<file path="src/rtl/core/salru_ram.sv">
`default_nettype none
module salru_ram #(
  parameter int WIDTH = 8,
  parameter int DEPTH = 256,
  localparam int AW = (DEPTH > 1) ? $clog2(DEPTH) : 1
) (
  input  wire logic             clk,
  input  wire logic             we,
  input  wire logic [AW-1:0]    waddr,
  input  wire logic [WIDTH-1:0] wdata,
  input  wire logic             re,
  input  wire logic [AW-1:0]    raddr,
  output logic      [WIDTH-1:0] rdata
);

  logic [WIDTH-1:0] mem [DEPTH];

  always_ff @(posedge clk) begin
    if (we) begin
      mem[waddr] <= wdata;
    end
    if (re) begin
      rdata <= mem[raddr];
    end
  end

endmodule
`default_nettype wire

</file>
<file path="config.mk">
export PLATFORM = sky130hd
export DESIGN_NAME = salru_ram
export DESIGN_NICKNAME = d
export VERILOG_FILES = /design/src/rtl/core/salru_ram.sv
export SDC_FILE = /design/constraint.sdc
export NUM_CORES = 2
export LEC_CHECK = 0
export ABC_AREA = 1
export BUFFER_PORTS_ARGS = -buffer_cell sky130_fd_sc_hd__clkbuf_2
export CORE_ASPECT_RATIO = 0.9
export CORE_MARGIN = 2
export CORE_UTILIZATION = 50
export CTS_CLUSTER_SIZE = 20
export DETAILED_ROUTE_END_ITERATION = 12
export PLACE_DENSITY = 0.72
export SYNTH_ARGS = -nofsm -noshare
export SYNTH_HDL_FRONTEND = slang
export SYNTH_SLANG_ARGS = --single-unit
export TNS_END_PERCENT = 50
</file>
<file path="constraint.sdc">
create_clock -name clk -period 2.1 [get_ports clk]
set_input_delay 0.42 -clock clk [delete_from_list [all_inputs] [get_ports clk]]
set_output_delay 0.42 -clock clk [all_outputs]
set_load 0.03 [all_outputs]
</file>
==> metrics.txt <==
CP delay by family, top simple AND/OR/NAND/NOR gates; Place WS -0.7649 ns; Hold Slack 0.02990 ns; Final Cycle Share 99.18%; Vias/cell 5.871; gr ovfl total 0; Post-Syn Nets 7030; Slew Limit Fails 0; cts bufs inserted 198; clk root buf clkbuf_16; DIE WIDTH 434.7 µm; WP data arrival 2.66 ns; Hold WC Path Type input pin to register; router iterations before antenna repair 8; I/O Buffers 34; final worst slack 0.01725 ns; DR WL/cell 23.39 µm; crit path cell chain nand2_1, nand3_1, nand3_1, nand3_1, nand3_1, nand3_1, nand3_1, nand2_1, nand2_1, nand2_1; top cells by area, synth edfxtp_1, nand3_1, nand2_1, buf_2, nor2_1; DP Wirelength 142500 µm; Pwr Density 887.2 nW/µm²; crit path capture type register; Synth warnings 0; CP Class register to register; crit path max-delay cell type edfxtp_1; clk sinks about 2100; P_leak about 35 nW; post-synth top area share 73.96%; Buf/Inv on CP 0; Clock Latency Late Sink about 0.84 ns; post-synth cell types 13; syn_area_per_cell 11.92 µm²; largest net degree at the start of global routing between 70 and 80; vias in the first global route 55360; skew final 0.03011 ns; leading area contributor after synthesis edfxtp_1; Least-Margin Pin Slew 0.7750 ns; # rows 142; CTS tree built; Yosys reg bits 2056; Final Wtd Congestion roughly 0.95; WP data required 2.68 ns; io pins 35; Post-Syn Area 83480 µm²; Post-DP Area ~91000 µm²; Final Hold Fails 0; maxcap violations 0; Die Footprint 170200 µm²; WL final 231000 µm; Final Critical Period 2.083 ns; CORE AREA approximately 170000 µm²; Post-Syn Instances 7003; Layout Nets between 7000 and 8000; Clock Pin Slew Worst Setup and Hold Paths 0.06 ns; initial core utilization 50.25%; GRT Overall Usage between 20% and 30%; Peak supply drop 892.6 µV; slowest cell delay on critical path 0.37 ns; vias 57970; H-Tree Depth 4; RSZ-0062 raised after global routing no; Worst Path Max Fanout 1; Die H between 300 and 400 µm; Post-route DRC 0; Clock Tree Buf Depth 3; final total power 86.69 mW; startpoint types register; share of layout cells above drive strength 1 13.45%; first-pass GRT wire length 345000 µm; Max-slew headroom 48.28%; Crit path top cell by count nand3_1; post-synthesis sequential area ratio around three quarters; number of antenna violations at the first check in global routing 9; post-route ant nets 0; commonest non-fill, non-tap cell in the layout nand2_1; Iter 0 DRT Violations 8207; max frequency 480.1 MHz; status finished, final reports clean; Setup-failing EPs final 0; commonest cells after routing, fill and taps aside nand2_1, edfxtp_1, nand3_1; Design Area, Final 97710 µm²; synthesis-to-layout area growth 17.06%
[per-layer routing]
layer	wire length, µm	up-vias	track usage [%]
li1	-	25810	-
met1	87370	28000	37.05
met2	105500	3553	41.53
met3	27940	598	5.724
met4	10140	4	11.74
met5	27	-	0
[synth_stat cells]
cell	count
clkbuf_1	112
buf_6	16
inv_1	36
buf_2	268
nand2_1	2123
buf_1	40
inv_4	1
edfxtp_1	2056
inv_2	2
nor2_1	283
buf_4	46
nand3_1	2019
buf_8	1
[stage by stage]
step	TNS, ns	util, %	instances
floorplan	0	-	7003
global placement	-4.895	54.92	9496
detailed placement	-4.624	54.92	9496
CTS	0	58.80	9865
global route	0	58.81	9869
finish	0	58.82	9873
[worst reg2reg max path, delay by kind of cell (launching register included)]
kind	cells	cell delay, ns
simple gates	10	1.46
flops	1	0.37
[state kept, by name, summed over array words and instances (netlist names)]
register and flops:
mem 2048, rdata 8
[cells by family after synthesis]
family | count (synthesis) | synth area share [%]
buffers and inverters | 522 | 3.116
and+or+nand+nor | 4425 | 22.92
DFF | 2056 | 73.96
[report_power, final]
group	total (mW)	internal, mW	switching, mW	leakage [nW]
Sequential	45.3	45.2	0.0375	18.5
Combinational	5.97	1.82	4.15	13.5
Clock	35.4	20.1	15.3	3.13
Total	86.7	67.2	19.5	35.2
[path summary, 6_finish.rpt]
path                                  start         to  slack (ns)  depth (start not counted)
worst max-delay path            mem[177][3]   rdata[3]        0.02                         10
worst min-delay path               wdata[4]  mem[1][4]        0.03                          1
worst max register to register  mem[177][3]   rdata[3]        0.02                         10
worst min register to register   mem[30][2]   rdata[2]        1.06                         10
[what timing repair did]
action / CTS / global route
setup endpoints to repair: 0 / 3
hold buffers: 2 / 0
resized for setup: 0 / 4
hold endpoints to repair: 36 / 0
buffers inserted: 0 / 0
[cell type report]
class	count	area, µm²
Inverter	39	180.2
Clock buffer	251	5196
Fill cell	12590	68410
Tap cell	2232	2793
Antenna cell	8	20.02
Clock inverter	116	1226
Multi-Input combinational cell	4425	19140
Timing Repair Buffer	746	7421
Sequential cell	2056	61740
Note: power is estimated with default switching activity, not from simulation.
