<file path="config.mk">
export PLATFORM = sky130hd
export DESIGN_NAME = salru_split
export DESIGN_NICKNAME = d
export VERILOG_FILES = /design/src/rtl/core/salru_pkg.sv /design/src/rtl/core/salru_split.sv
export SDC_FILE = /design/constraint.sdc
export NUM_CORES = 1
export LEC_CHECK = 0
export ABC_AREA = 1
export BUFFER_PORTS_ARGS = -buffer_cell sky130_fd_sc_hd__buf_2
export CELL_PAD_IN_SITES_DETAIL_PLACEMENT = 0
export CELL_PAD_IN_SITES_GLOBAL_PLACEMENT = 1
export CORE_MARGIN = 2
export CORE_UTILIZATION = 37
export DETAILED_ROUTE_END_ITERATION = 7
export GPL_TIMING_DRIVEN = 0
export PLACE_DENSITY_LB_ADDON = 0.1
export SLEW_MARGIN = 0
export SYNTH_ARGS = -nofsm -noshare
export SYNTH_HDL_FRONTEND = slang
export SYNTH_SLANG_ARGS = --single-unit
</file>
<file path="constraint.sdc">
create_clock -name vclk -period 4.2
set_clock_uncertainty 0.2 [all_clocks]
set_input_delay 0.84 -clock vclk [all_inputs]
set_output_delay 0.84 -clock vclk [all_outputs]
set_load 0.01 [all_outputs]
</file>
<file path="src/rtl/core/salru_pkg.sv">
`default_nettype none
package salru_pkg;

  // default geometry
  localparam int MAX_SET_BITS_DEF = 8;
  localparam int WAYS_DEF         = 8;
  localparam int ADDR_WIDTH_DEF   = 64;

  // configuration port
  localparam int CFG_IDX_W  = 2;
  localparam int CFG_DATA_W = 6;

  localparam int SET_BITS_W    = 4;
  localparam int OFFSET_BITS_W = 6;
  localparam int WAYS_CFG_W    = 4;

  localparam logic [SET_BITS_W-1:0]    SET_BITS_RST    = 4'd4;
  localparam logic [OFFSET_BITS_W-1:0] OFFSET_BITS_RST = 6'd4;
  localparam logic [WAYS_CFG_W-1:0]    WAYS_IN_USE_RST = 4'd1;

  // result field widths
  localparam int OUTCOME_W  = 2;
  localparam int WAY_OUT_W  = 3;
  localparam int SET_OUT_W  = 8;

  // shift amount for tag extraction: offset plus set bits
  localparam int TSHIFT_W = 7;

  typedef enum logic [CFG_IDX_W-1:0] {
    CFG_SET_BITS    = 2'd0,
    CFG_OFFSET_BITS = 2'd1,
    CFG_WAYS_IN_USE = 2'd2
  } cfg_idx_t;

  typedef enum logic [OUTCOME_W-1:0] {
    OUT_HIT   = 2'd0,
    OUT_FILL  = 2'd1,
    OUT_EVICT = 2'd2
  } outcome_t;

  typedef enum logic [1:0] {
    ST_CLEAR  = 2'd0,
    ST_IDLE   = 2'd1,
    ST_LOOKUP = 2'd2
  } state_t;

endpackage
`default_nettype wire

</file>
<file path="src/rtl/core/salru_split.sv">
`default_nettype none
module salru_split #(
  parameter int MAX_SET_BITS = salru_pkg::MAX_SET_BITS_DEF,
  parameter int ADDR_WIDTH   = salru_pkg::ADDR_WIDTH_DEF
) (
  input  wire logic [ADDR_WIDTH-1:0]                address,
  input  wire logic [salru_pkg::SET_BITS_W-1:0]     set_bits,
  input  wire logic [salru_pkg::OFFSET_BITS_W-1:0]  offset_bits,
  output logic      [MAX_SET_BITS-1:0]              set_idx,
  output logic      [ADDR_WIDTH-1:0]                tag
);

  logic [salru_pkg::SET_BITS_W-1:0] sb;
  logic [salru_pkg::TSHIFT_W-1:0]   tshift;
  logic [ADDR_WIDTH-1:0]            shifted;
  logic [MAX_SET_BITS-1:0]          set_mask;

  always_comb begin
    // set bits saturate at the configured maximum
    if (int'(set_bits) > MAX_SET_BITS) begin
      sb = salru_pkg::SET_BITS_W'(MAX_SET_BITS);
    end else begin
      sb = set_bits;
    end
    tshift   = salru_pkg::TSHIFT_W'(offset_bits) + salru_pkg::TSHIFT_W'(sb);
    // shifts by the full width or more give zero
    tag      = address >> tshift;
    shifted  = address >> offset_bits;
    set_mask = ~({MAX_SET_BITS{1'b1}} << sb);
    set_idx  = shifted[MAX_SET_BITS-1:0] & set_mask;
  end

endmodule
`default_nettype wire

</file>
==> summary.txt, run 1 <==
OUTCOME
-------------------------------------------------------------------------------
Status                                                             finished clean

GRT
-------------------------------------------------------------------------------
Routing usage on met1                                                     55.5%
Busiest grt layer                                                          met2
Met2 Usage GRT                                                            61.9%
Antenna violations before repair                                              0
Maximum number of pins on one net before global-route repair                 20
Global-route track usage on met3                                          5.33%
First-pass GRT wire length                                              60.5 mm
Overall routing resource usage                                            38.9%
Global route overflow                                                         0
Via count of the first global-routing pass                                10664

FLOORPLAN
-------------------------------------------------------------------------------
Overall die height                                                  142 microns
Floorplan die area                                                 0.0201 sq mm
Chip width                                                          142 microns
I/O pin cnt                                                                 146
Std-Cell Core Area                                                 0.0186 sq mm
Initial Util                                                              37.6%
Number of standard-cell rows in the floorplan                                50

CRITICAL PATH
-------------------------------------------------------------------------------
Critical path capture point type                                     output pin
Crit path from                                                     offset_bits[4]
Required time of the critical path                                      3160 ps
Maximum net fanout on the critical path                                      10
Crit path DAT                                                           3090 ps
Type of the worst setup path                                       input port to output pin
Element type at the critical path start                              input port

FINISH
-------------------------------------------------------------------------------
Storage element area                                                    0 sq um
Most frequent cells in the layout                                  499 x nand3_1, 368 x nand2_1, 167 x buf_2
Clkbuf count                                                                  0
Filler Cells Inserted                                                      2136
Antenna cells                                                                 0
Total number of sequential cells                                              0
Syn-to-layout area delta                                                  35.1%
Multi-input logic area                                             0.00687 sq mm
Number of nets in the finished design                                      1719
Fraction of final layout cells sized beyond drive strength 1              26.7%
Final Instance Count excl. Fillers                                         1873
Most common cell after layout, fill and taps aside                      nand3_1

PLACE
-------------------------------------------------------------------------------
Final weighted congestion of routability-driven global placement           1.06
Placed insts                                                               1844
Worst setup slack before clock tree synthesis                           -873 ps
HPWL Detailed                                                           34.0 mm
Number of buffers inserted by port buffering                                142

LOGIC SYNTHESIS
-------------------------------------------------------------------------------
Unique cell type count in the Yosys netlist                                  31
Nets in the synthesized netlist                                            1546
Cell area after synthesis                                          0.00702 sq mm
Synthesized instance count                                                 1468
Mean instance size in the synthesized netlist                        4.78 sq um
Seq/Total Area, Yosys                                                        0%
Synth warnings                                                                0

TIMING
-------------------------------------------------------------------------------
Worst slew pin tran                                                      740 ps
Worst-case headroom to the max-slew limit                                 50.7%
Final setup margin                                                      68.7 ps
Setup TNS                                                                  0 ps
Post-route clock period utilization                                       98.4%
Time the final worst path needs with I/O delays and setup               4130 ps
Endpoints failing setup                                                       0
Final Hold Viols                                                              0
Final Max Slew Viols                                                          0
Maximum clock frequency                                               0.242 GHz

POWER AND IR DROP
-------------------------------------------------------------------------------
Maximum vdd drop                                                     0.000157 V
Sum of internal, switching and leakage power                            2330 uW
Total power divided by cell area                                    245 mW/mm^2
Leakage power total                                                  0.00478 uW

ROUTE
-------------------------------------------------------------------------------
Routed wire length per instance                                    22.4 microns
Vias                                                                      11877
Routed WL                                                               42.0 mm
Number of nets with antenna violations after detailed routing                 0
DRC marker count from the first detailed-route iteration                   1818
Number of DRC violations after detailed routing                               0
Vias per inst                                                              6.34
Iteration count of the initial detailed-routing pass                          6

WORST HOLD PATH
-------------------------------------------------------------------------------
Path class of the lowest-slack min-delay path                      input port to output pin
Origin of the worst min-delay path                                  set_bits[0]

CLOCK TREE
-------------------------------------------------------------------------------
Quantity of hold-fixing buffers added after cts                               0

FLOW RUN
-------------------------------------------------------------------------------
Maximum Capacitance Violations                                                0

[worst paths after layout]
check | slack (ps) | to | cells after the start
max | 70 | tag[3] | 11
min | 1900 | set_idx[6] | 4
[timing repair]
item,in CTS,in global routing
gates cloned,4,5
buffers inserted,5,16
pin swaps,6,14
resized for setup,111,204
setup endpoints to repair,68,71
hold endpoints to repair,0,0
[cells by family after synthesis]
group                    count (synthesis)  synth area share [%]
AND/OR/NAND/NOR                       1076                  70.2
buffers and inverters                  212                  13.2
AO/OA/AOI/OAI                          150                  12.1
adder cells (fa/ha/maj)                  4                 0.713
multiplexers                            26                  3.71
[per-stage QoR]
stage | util, % | area (sq um) | hold slack [ps]
global route | 50.9 | 9480 | 1930
floorplan | - | 7020 | 1610
CTS | 45.6 | 8510 | 1900
global placement | 43.0 | 8020 | 1900
detailed placement | 43.0 | 8020 | 1890
finish | 50.9 | 9480 | 1900
[cell usage after synthesis (4+ instances only)]
library cell,number,area [sq um]
buf_2,65,325
nand2_2,7,43.8
clkbuf_1,32,120
a21oi_1,21,105
inv_2,4,15.0
buf_1,14,52.6
nand3_1,611,3060
buf_4,10,75.1
o211ai_1,4,30.0
nor3_2,6,60.1
o21ai_0,101,505
nor2_1,47,176
o2111ai_1,17,149
nand2_1,385,1450
ha_1,4,50.1
inv_1,82,308
mux2i_1,26,260
nand4_1,8,50.1
[worst max-delay path, stage by stage]
cell and delay (ps):
clkbuf_1 480, clkinv_1 510, nand3_1 280, nand2_4 120
buf_8 160, buf_4 130, buf_6 120, nand3_2 80
nand3_2 120, nand2_1 110, buf_2 130
[metal layers]
metal  wire [microns]  vias to the layer above
met5                0                        -
met3             4460                      115
li1                 -                     5443
met2            18300                      760
met1            17800                     5559
met4             1410                        0
[power by group]
group | switching (uW) | internal, uW | leakage, uW
clock network | 0 | 0 | 0
logic | 1510 | 814 | 0.00478
registers | 0 | 0 | 0
[layout make-up]
class	instances	share of cell area (%)
plain buffers	122	10.2
inverters	89	3.62
multi-input cells	1259	72.4
well taps	234	3.09
repair buffers	169	10.6
Power figures use the tool's default switching activity.
==> run 2: changes to the inputs <==
--- a/config.mk
+++ b/config.mk
@@ -13,7 +13,7 @@
 export CORE_UTILIZATION = 37
 export DETAILED_ROUTE_END_ITERATION = 7
 export GPL_TIMING_DRIVEN = 0
-export PLACE_DENSITY_LB_ADDON = 0.1
+export PLACE_DENSITY_LB_ADDON = 0.08
 export SLEW_MARGIN = 0
 export SYNTH_ARGS = -nofsm -noshare
 export SYNTH_HDL_FRONTEND = slang
==> summary.txt, run 2 (synthesized netlist as in run 1, its figures left out) <==
FLOORPLAN
-------------------------------------------------------------------------------
Std-Cell Core Area                                                 0.0186 sq mm   unchanged
Overall die height                                                  142 microns   unchanged
Initial Util                                                              37.6%   unchanged
Chip width                                                          142 microns   unchanged
Floorplan die area                                                 0.0201 sq mm   unchanged
I/O pin cnt                                                                 146   unchanged
Number of standard-cell rows in the floorplan                                50   unchanged

WORST HOLD PATH
-------------------------------------------------------------------------------
Path class of the lowest-slack min-delay path                      input port to output pin
Cells on Worst Hold Path                                                      4   unchanged
Worst hold path endpoint                                             set_idx[1]
Origin of the worst min-delay path                                  set_bits[1]

FINISH
-------------------------------------------------------------------------------
Number of nets in the finished design                                      1711   -0.47%
Antenna cells                                                                 0   unchanged
Most frequent cells in the layout                                  493 x nand3_1, 369 x nand2_1, 168 x buf_2
Fraction of final layout cells sized beyond drive strength 1              26.7%   +0.069 points
Total number of sequential cells                                              0   unchanged
Multi-input logic area                                             0.00686 sq mm   -0.11%
Most common cell after layout, fill and taps aside                      nand3_1
Final Instance Count excl. Fillers                                         1865   -0.43%
Syn-to-layout area delta                                                  34.0%
Clkbuf count                                                                  0   unchanged
Filler Cells Inserted                                                      2116   -0.94%
Storage element area                                                    0 sq um   unchanged

POWER AND IR DROP
-------------------------------------------------------------------------------
Leakage power total                                                  0.00474 uW   -0.97%
Maximum vdd drop                                                     0.000161 V   +2.6%
Total power divided by cell area                                    246 mW/mm^2   +0.31%

CRITICAL PATH
-------------------------------------------------------------------------------
Critical path cell sequence                                        buf_2 -> inv_2 -> buf_2 -> clkbuf_1 -> o21ai_0 -> o21ai_0 -> o2111ai_1 -> nand3_1 -> a21oi_1 -> buf_2
Cell seen most often among critical-path stages                           buf_2
Critical path capture point type                                     output pin
Element type at the critical path start                              input port
Worst path top cell family by delay                                buffers and inverters
Type of the worst setup path                                       input port to output pin
Slowest cell delay on critical path                                      560 ps   +50 ps
Worst path slowest cell                                                clkbuf_1
Maximum net fanout on the critical path                                      10   unchanged
Crit path DAT                                                           3110 ps   +20 ps
Buffers plus inverters on the worst setup path                                5   -1
Required time of the critical path                                      3160 ps   about the same

PLACE
-------------------------------------------------------------------------------
Final weighted congestion of routability-driven global placement           1.01   -5.2%
Number of buffers inserted by port buffering                                142   unchanged
Placed insts                                                               1844   unchanged
HPWL Detailed                                                           33.8 mm   -0.59%

GRT
-------------------------------------------------------------------------------
Via count of the first global-routing pass                                10639   -0.23%
Overall routing resource usage                                            39.1%   +0.18 points
Global route overflow                                                         0   unchanged
First-pass GRT wire length                                              60.5 mm   about the same
Maximum number of pins on one net before global-route repair                 20   unchanged
Busiest grt layer                                                          met2
Antenna violations before repair                                              1   +1
Met2 Usage GRT                                                            61.3%   -0.59 points
Global-route track usage on met3                                          5.91%   +0.57 points
Routing usage on met1                                                     55.5%   about the same

TIMING
-------------------------------------------------------------------------------
Time the final worst path needs with I/O delays and setup               4150 ps   +19.3 ps
Final Hold Viols                                                              0   unchanged
Post-route clock period utilization                                       98.8%   +0.46 points
Worst slew pin tran                                                      705 ps   -34.8 ps
Hold Slack                                                              1890 ps   -11.1 ps
Final Max Slew Viols                                                          0   unchanged
Unrepaired setup endpoints after global routing                             yes
Maximum clock frequency                                               0.241 GHz   -0.46%
Worst-case headroom to the max-slew limit                                 53.0%   +2.3 points
Endpoints failing setup                                                       0   unchanged

ROUTE
-------------------------------------------------------------------------------
Routed wire length per instance                                    22.4 microns   -0.23%
DRC marker count from the first detailed-route iteration                   1879   +3.4%
Number of DRC violations after detailed routing                               0   unchanged
Vias                                                                      11976   +0.83%
Vias per inst                                                              6.42   +1.3%
Number of nets with antenna violations after detailed routing                 0   unchanged
Iteration count of the initial detailed-routing pass                          7   +1
Routed WL                                                               41.7 mm   -0.66%

FLOW RUN
-------------------------------------------------------------------------------
Maximum Capacitance Violations                                                0   unchanged

CLOCK TREE
-------------------------------------------------------------------------------
Quantity of hold-fixing buffers added after cts                               0   unchanged

OUTCOME
-------------------------------------------------------------------------------
Status                                                             finished clean

==> run 2: cell types whose count changed in the layout (fill, tap and decap cells not counted), sizes merged <==
cell,before,now
nand2,397,395
clkinvlp,1,2
clkinv,2,1
buf,250,253
clkbuf,40,31
==> run 2: worst max path at each step <==
stage / cells after the start / slack, ps / start / end
2_1_floorplan: 17 / 70 / set_bits[1] / tag[47]
3_3_place_gp: 18 / -850 / set_bits[0] / tag[21]
3_5_place_dp: 18 / -860 / set_bits[0] / tag[21]
4_1_cts: 18 / -40 / set_bits[0] / tag[11]
5_1_grt: 20 / -40 / set_bits[2] / tag[13]
6_report: 10 / 50 / offset_bits[1] / set_idx[1]
==> run 2: cell type report <==
type                       count  area share (%)
tap                          234            3.11
multi-input combinational   1257            72.9
inverter                      89            3.66
buffer                       122            10.5
timing repair buffer         163            9.76
==> run 2: timing repair <==
action | in CTS | in global routing
gates cloned | 3 | 1
pin swaps | 6 | 11
setup buffers | 4 | 14
gates resized for setup | 124 | 199
setup endpoints to repair | 68 | 71
==> run 2: per-layer routing <==
layer  vias up  wire length, microns
li1       5412                     -
met1      5565                 16900
met2       853                 17900
met3       146                  5240
met4         0                  1670
met5         -                     0
==> run 2: report_power, final <==
group	total [uW]	internal, uW	switching (uW)
sequential	0	0	0
combinational	2310	801	1510
clock	0	0	0
==> run 2: per-stage QoR <==
stage	setup TNS [ps]	area (sq um)	setup WS, ps	total power (uW)	util (%)
2_1_floorplan	0	7020	68.6	1230	-
5_1_grt	-318	9400	-42.7	2460	50.4
3_5_place_dp	-46430	8020	-859	1860	43.0
3_3_place_gp	-46510	8020	-855	1860	43.0
6_report	0	9400	49.4	2310	50.4
4_1_cts	-355	8520	-40.3	2000	45.7
==> run 3: changes to the inputs <==
--- a/config.mk
+++ b/config.mk
@@ -13,7 +13,7 @@
 export CORE_UTILIZATION = 37
 export DETAILED_ROUTE_END_ITERATION = 7
 export GPL_TIMING_DRIVEN = 0
-export PLACE_DENSITY_LB_ADDON = 0.08
+export PLACE_DENSITY_LB_ADDON = 0.05
 export SLEW_MARGIN = 0
 export SYNTH_ARGS = -nofsm -noshare
 export SYNTH_HDL_FRONTEND = slang
==> summary.txt, run 3 (synthesized netlist as in run 1, its figures left out) <==
OUTCOME
-------------------------------------------------------------------------------
Status                                                             finished clean

ROUTE
-------------------------------------------------------------------------------
Routed wire length per instance                                    22.3 microns   -0.21%
Vias                                                                      11707   -2.2%
Vias per inst                                                              6.28   -2.1%
Routed WL                                                               41.6 mm   -0.32%
DRC marker count from the first detailed-route iteration                   1695   -9.8%
Number of nets with antenna violations after detailed routing                 0   unchanged
Number of DRC violations after detailed routing                               0   unchanged
Iteration count of the initial detailed-routing pass                          7   unchanged

POWER AND IR DROP
-------------------------------------------------------------------------------
Maximum vdd drop                                                     0.000170 V   +5.6%
Total power divided by cell area                                    244 mW/mm^2   -0.82%
Leakage power total                                                  0.00471 uW   -0.64%

FINISH
-------------------------------------------------------------------------------
Most common cell after layout, fill and taps aside                      nand3_1
Storage element area                                                    0 sq um   unchanged
Antenna cells                                                                 0   unchanged
Fraction of final layout cells sized beyond drive strength 1              25.4%   -1.3 points
Post-route standard cell area excluding fillers                    0.00928 sq mm   -1.3%
Clkbuf count                                                                  0   unchanged
Syn-to-layout area delta                                                  32.3%
Most frequent cells in the layout                                  511 x nand3_1, 371 x nand2_1, 167 x buf_2
Filler Cells Inserted                                                      2125   +0.43%
Number of nets in the finished design                                      1709   -0.12%
Total number of sequential cells                                              0   unchanged

CRITICAL PATH
-------------------------------------------------------------------------------
Worst path top cell family by delay                                simple AND/OR/NAND/NOR gates
Critical path cell sequence                                        buf_4 -> nor2_4 -> nand2_2 -> nand2_4 -> nand3_4 -> nand2_2 -> inv_2 -> ha_4 -> clkbuf_8 -> buf_6 -> nand2_1 -> nand3_1 -> nand3_2 -> nand3_2 -> nand3_1 -> nand2_1 -> buf_2
Required time of the critical path                                      3160 ps   about the same
Critical path capture point type                                     output pin
Type of the worst setup path                                       input port to output pin
Buffers plus inverters on the worst setup path                                5   unchanged
Slowest cell delay on critical path                                      290 ps   -270 ps
Element type at the critical path start                              input port
Maximum net fanout on the critical path                                      10   unchanged
Crit path DAT                                                           3140 ps   +30 ps
Worst path slowest cell                                                    ha_4

GRT
-------------------------------------------------------------------------------
Antenna violations before repair                                              0   -1
Via count of the first global-routing pass                                10512   -1.2%
First-pass GRT wire length                                              59.5 mm   -1.7%
Maximum number of pins on one net before global-route repair                 20   unchanged
Global route overflow                                                         0   unchanged
Overall routing resource usage                                            38.5%   -0.55 points

TIMING
-------------------------------------------------------------------------------
Final Hold Viols                                                              0   unchanged
Worst-case headroom to the max-slew limit                                 51.7%   -1.3 points
Hold Slack                                                              1910 ps   +22.5 ps
Time the final worst path needs with I/O delays and setup               4180 ps   +25.2 ps
Final Max Slew Viols                                                          0   unchanged
Maximum clock frequency                                               0.239 GHz   -0.60%
Worst slew pin tran                                                      725 ps   +19.3 ps
Unrepaired setup endpoints after global routing                             yes
Post-route clock period utilization                                       99.4%   +0.60 points
Endpoints failing setup                                                       0   unchanged

FLOORPLAN
-------------------------------------------------------------------------------
Number of standard-cell rows in the floorplan                                50   unchanged
Chip width                                                          142 microns   unchanged
Std-Cell Core Area                                                 0.0186 sq mm   unchanged
Initial Util                                                              37.6%   unchanged
Overall die height                                                  142 microns   unchanged
I/O pin cnt                                                                 146   unchanged
Floorplan die area                                                 0.0201 sq mm   unchanged

WORST HOLD PATH
-------------------------------------------------------------------------------
Path class of the lowest-slack min-delay path                      input port to output pin

PLACE
-------------------------------------------------------------------------------
Instance area at placement                                         0.00802 sq mm   unchanged
Number of buffers inserted by port buffering                                142   unchanged
HPWL Detailed                                                           33.8 mm   +0.11%
Final weighted congestion of routability-driven global placement          0.997   -1.1%

FLOW RUN
-------------------------------------------------------------------------------
Maximum Capacitance Violations                                                0   unchanged

CLOCK TREE
-------------------------------------------------------------------------------
Quantity of hold-fixing buffers added after cts                               0   unchanged

run 3: what timing repair did:
item,CTS,global route
gates resized for setup,98,208
setup endpoints to repair,69,71
buffers inserted,4,9
hold endpoints to repair,0,0
gates cloned,1,6
pin swaps,2,10
run 3: report_power, final:
group,switching (uW),total [uW],internal [uW],leakage (uW)
clock,0,0,0,0
sequential,0,0,0,0
combinational,1490,2270,778,0.00471
total,1490,2270,778,0.00471
run 3: layout make-up:
class | instances | area (sq um) | share of cell area, %
multi-input cells | 1258 | 6800 | 73.2
plain buffers | 122 | 956 | 10.3
well taps | 234 | 293 | 3.15
inverters | 89 | 349 | 3.76
repair buffers | 160 | 886 | 9.54
run 3: worst min-delay path: cells and delay by family:
family	cells	cell delay, ps
and+or+nand+nor	1	90
AOI/OAI and AO/OA	1	80
buffers and inverters	2	260
run 3: final timing paths:
kind | from | to | slack, ps | cells after the start
worst min-delay path | set_bits[2] | set_idx[6] | 1910 | 4
worst max-delay path | set_bits[1] | tag[1] | 20 | 17
run 3: routing by layer:
metal  GRT usage [%]  share of wire, %  vias up
met5               0                 0        -
met4            10.6               3.9        0
met3            7.22                11      121
met2            61.2                43      758
met1            53.2                42     5411
li1                -                 -     5417
run 3: metrics by stage:
stage	setup TNS, ps	power [uW]	util, %	worst slack (ps)	cells
floorplan	0	1230	-	68.6	1468
global placement	-48400	1860	43.0	-874	1844
detailed placement	-48160	1860	43.0	-873	1844
CTS	-903	1960	45.0	-44.2	1848
global route	-1240	2420	49.8	-80.5	1863
finish	0	2270	49.8	24.2	1863
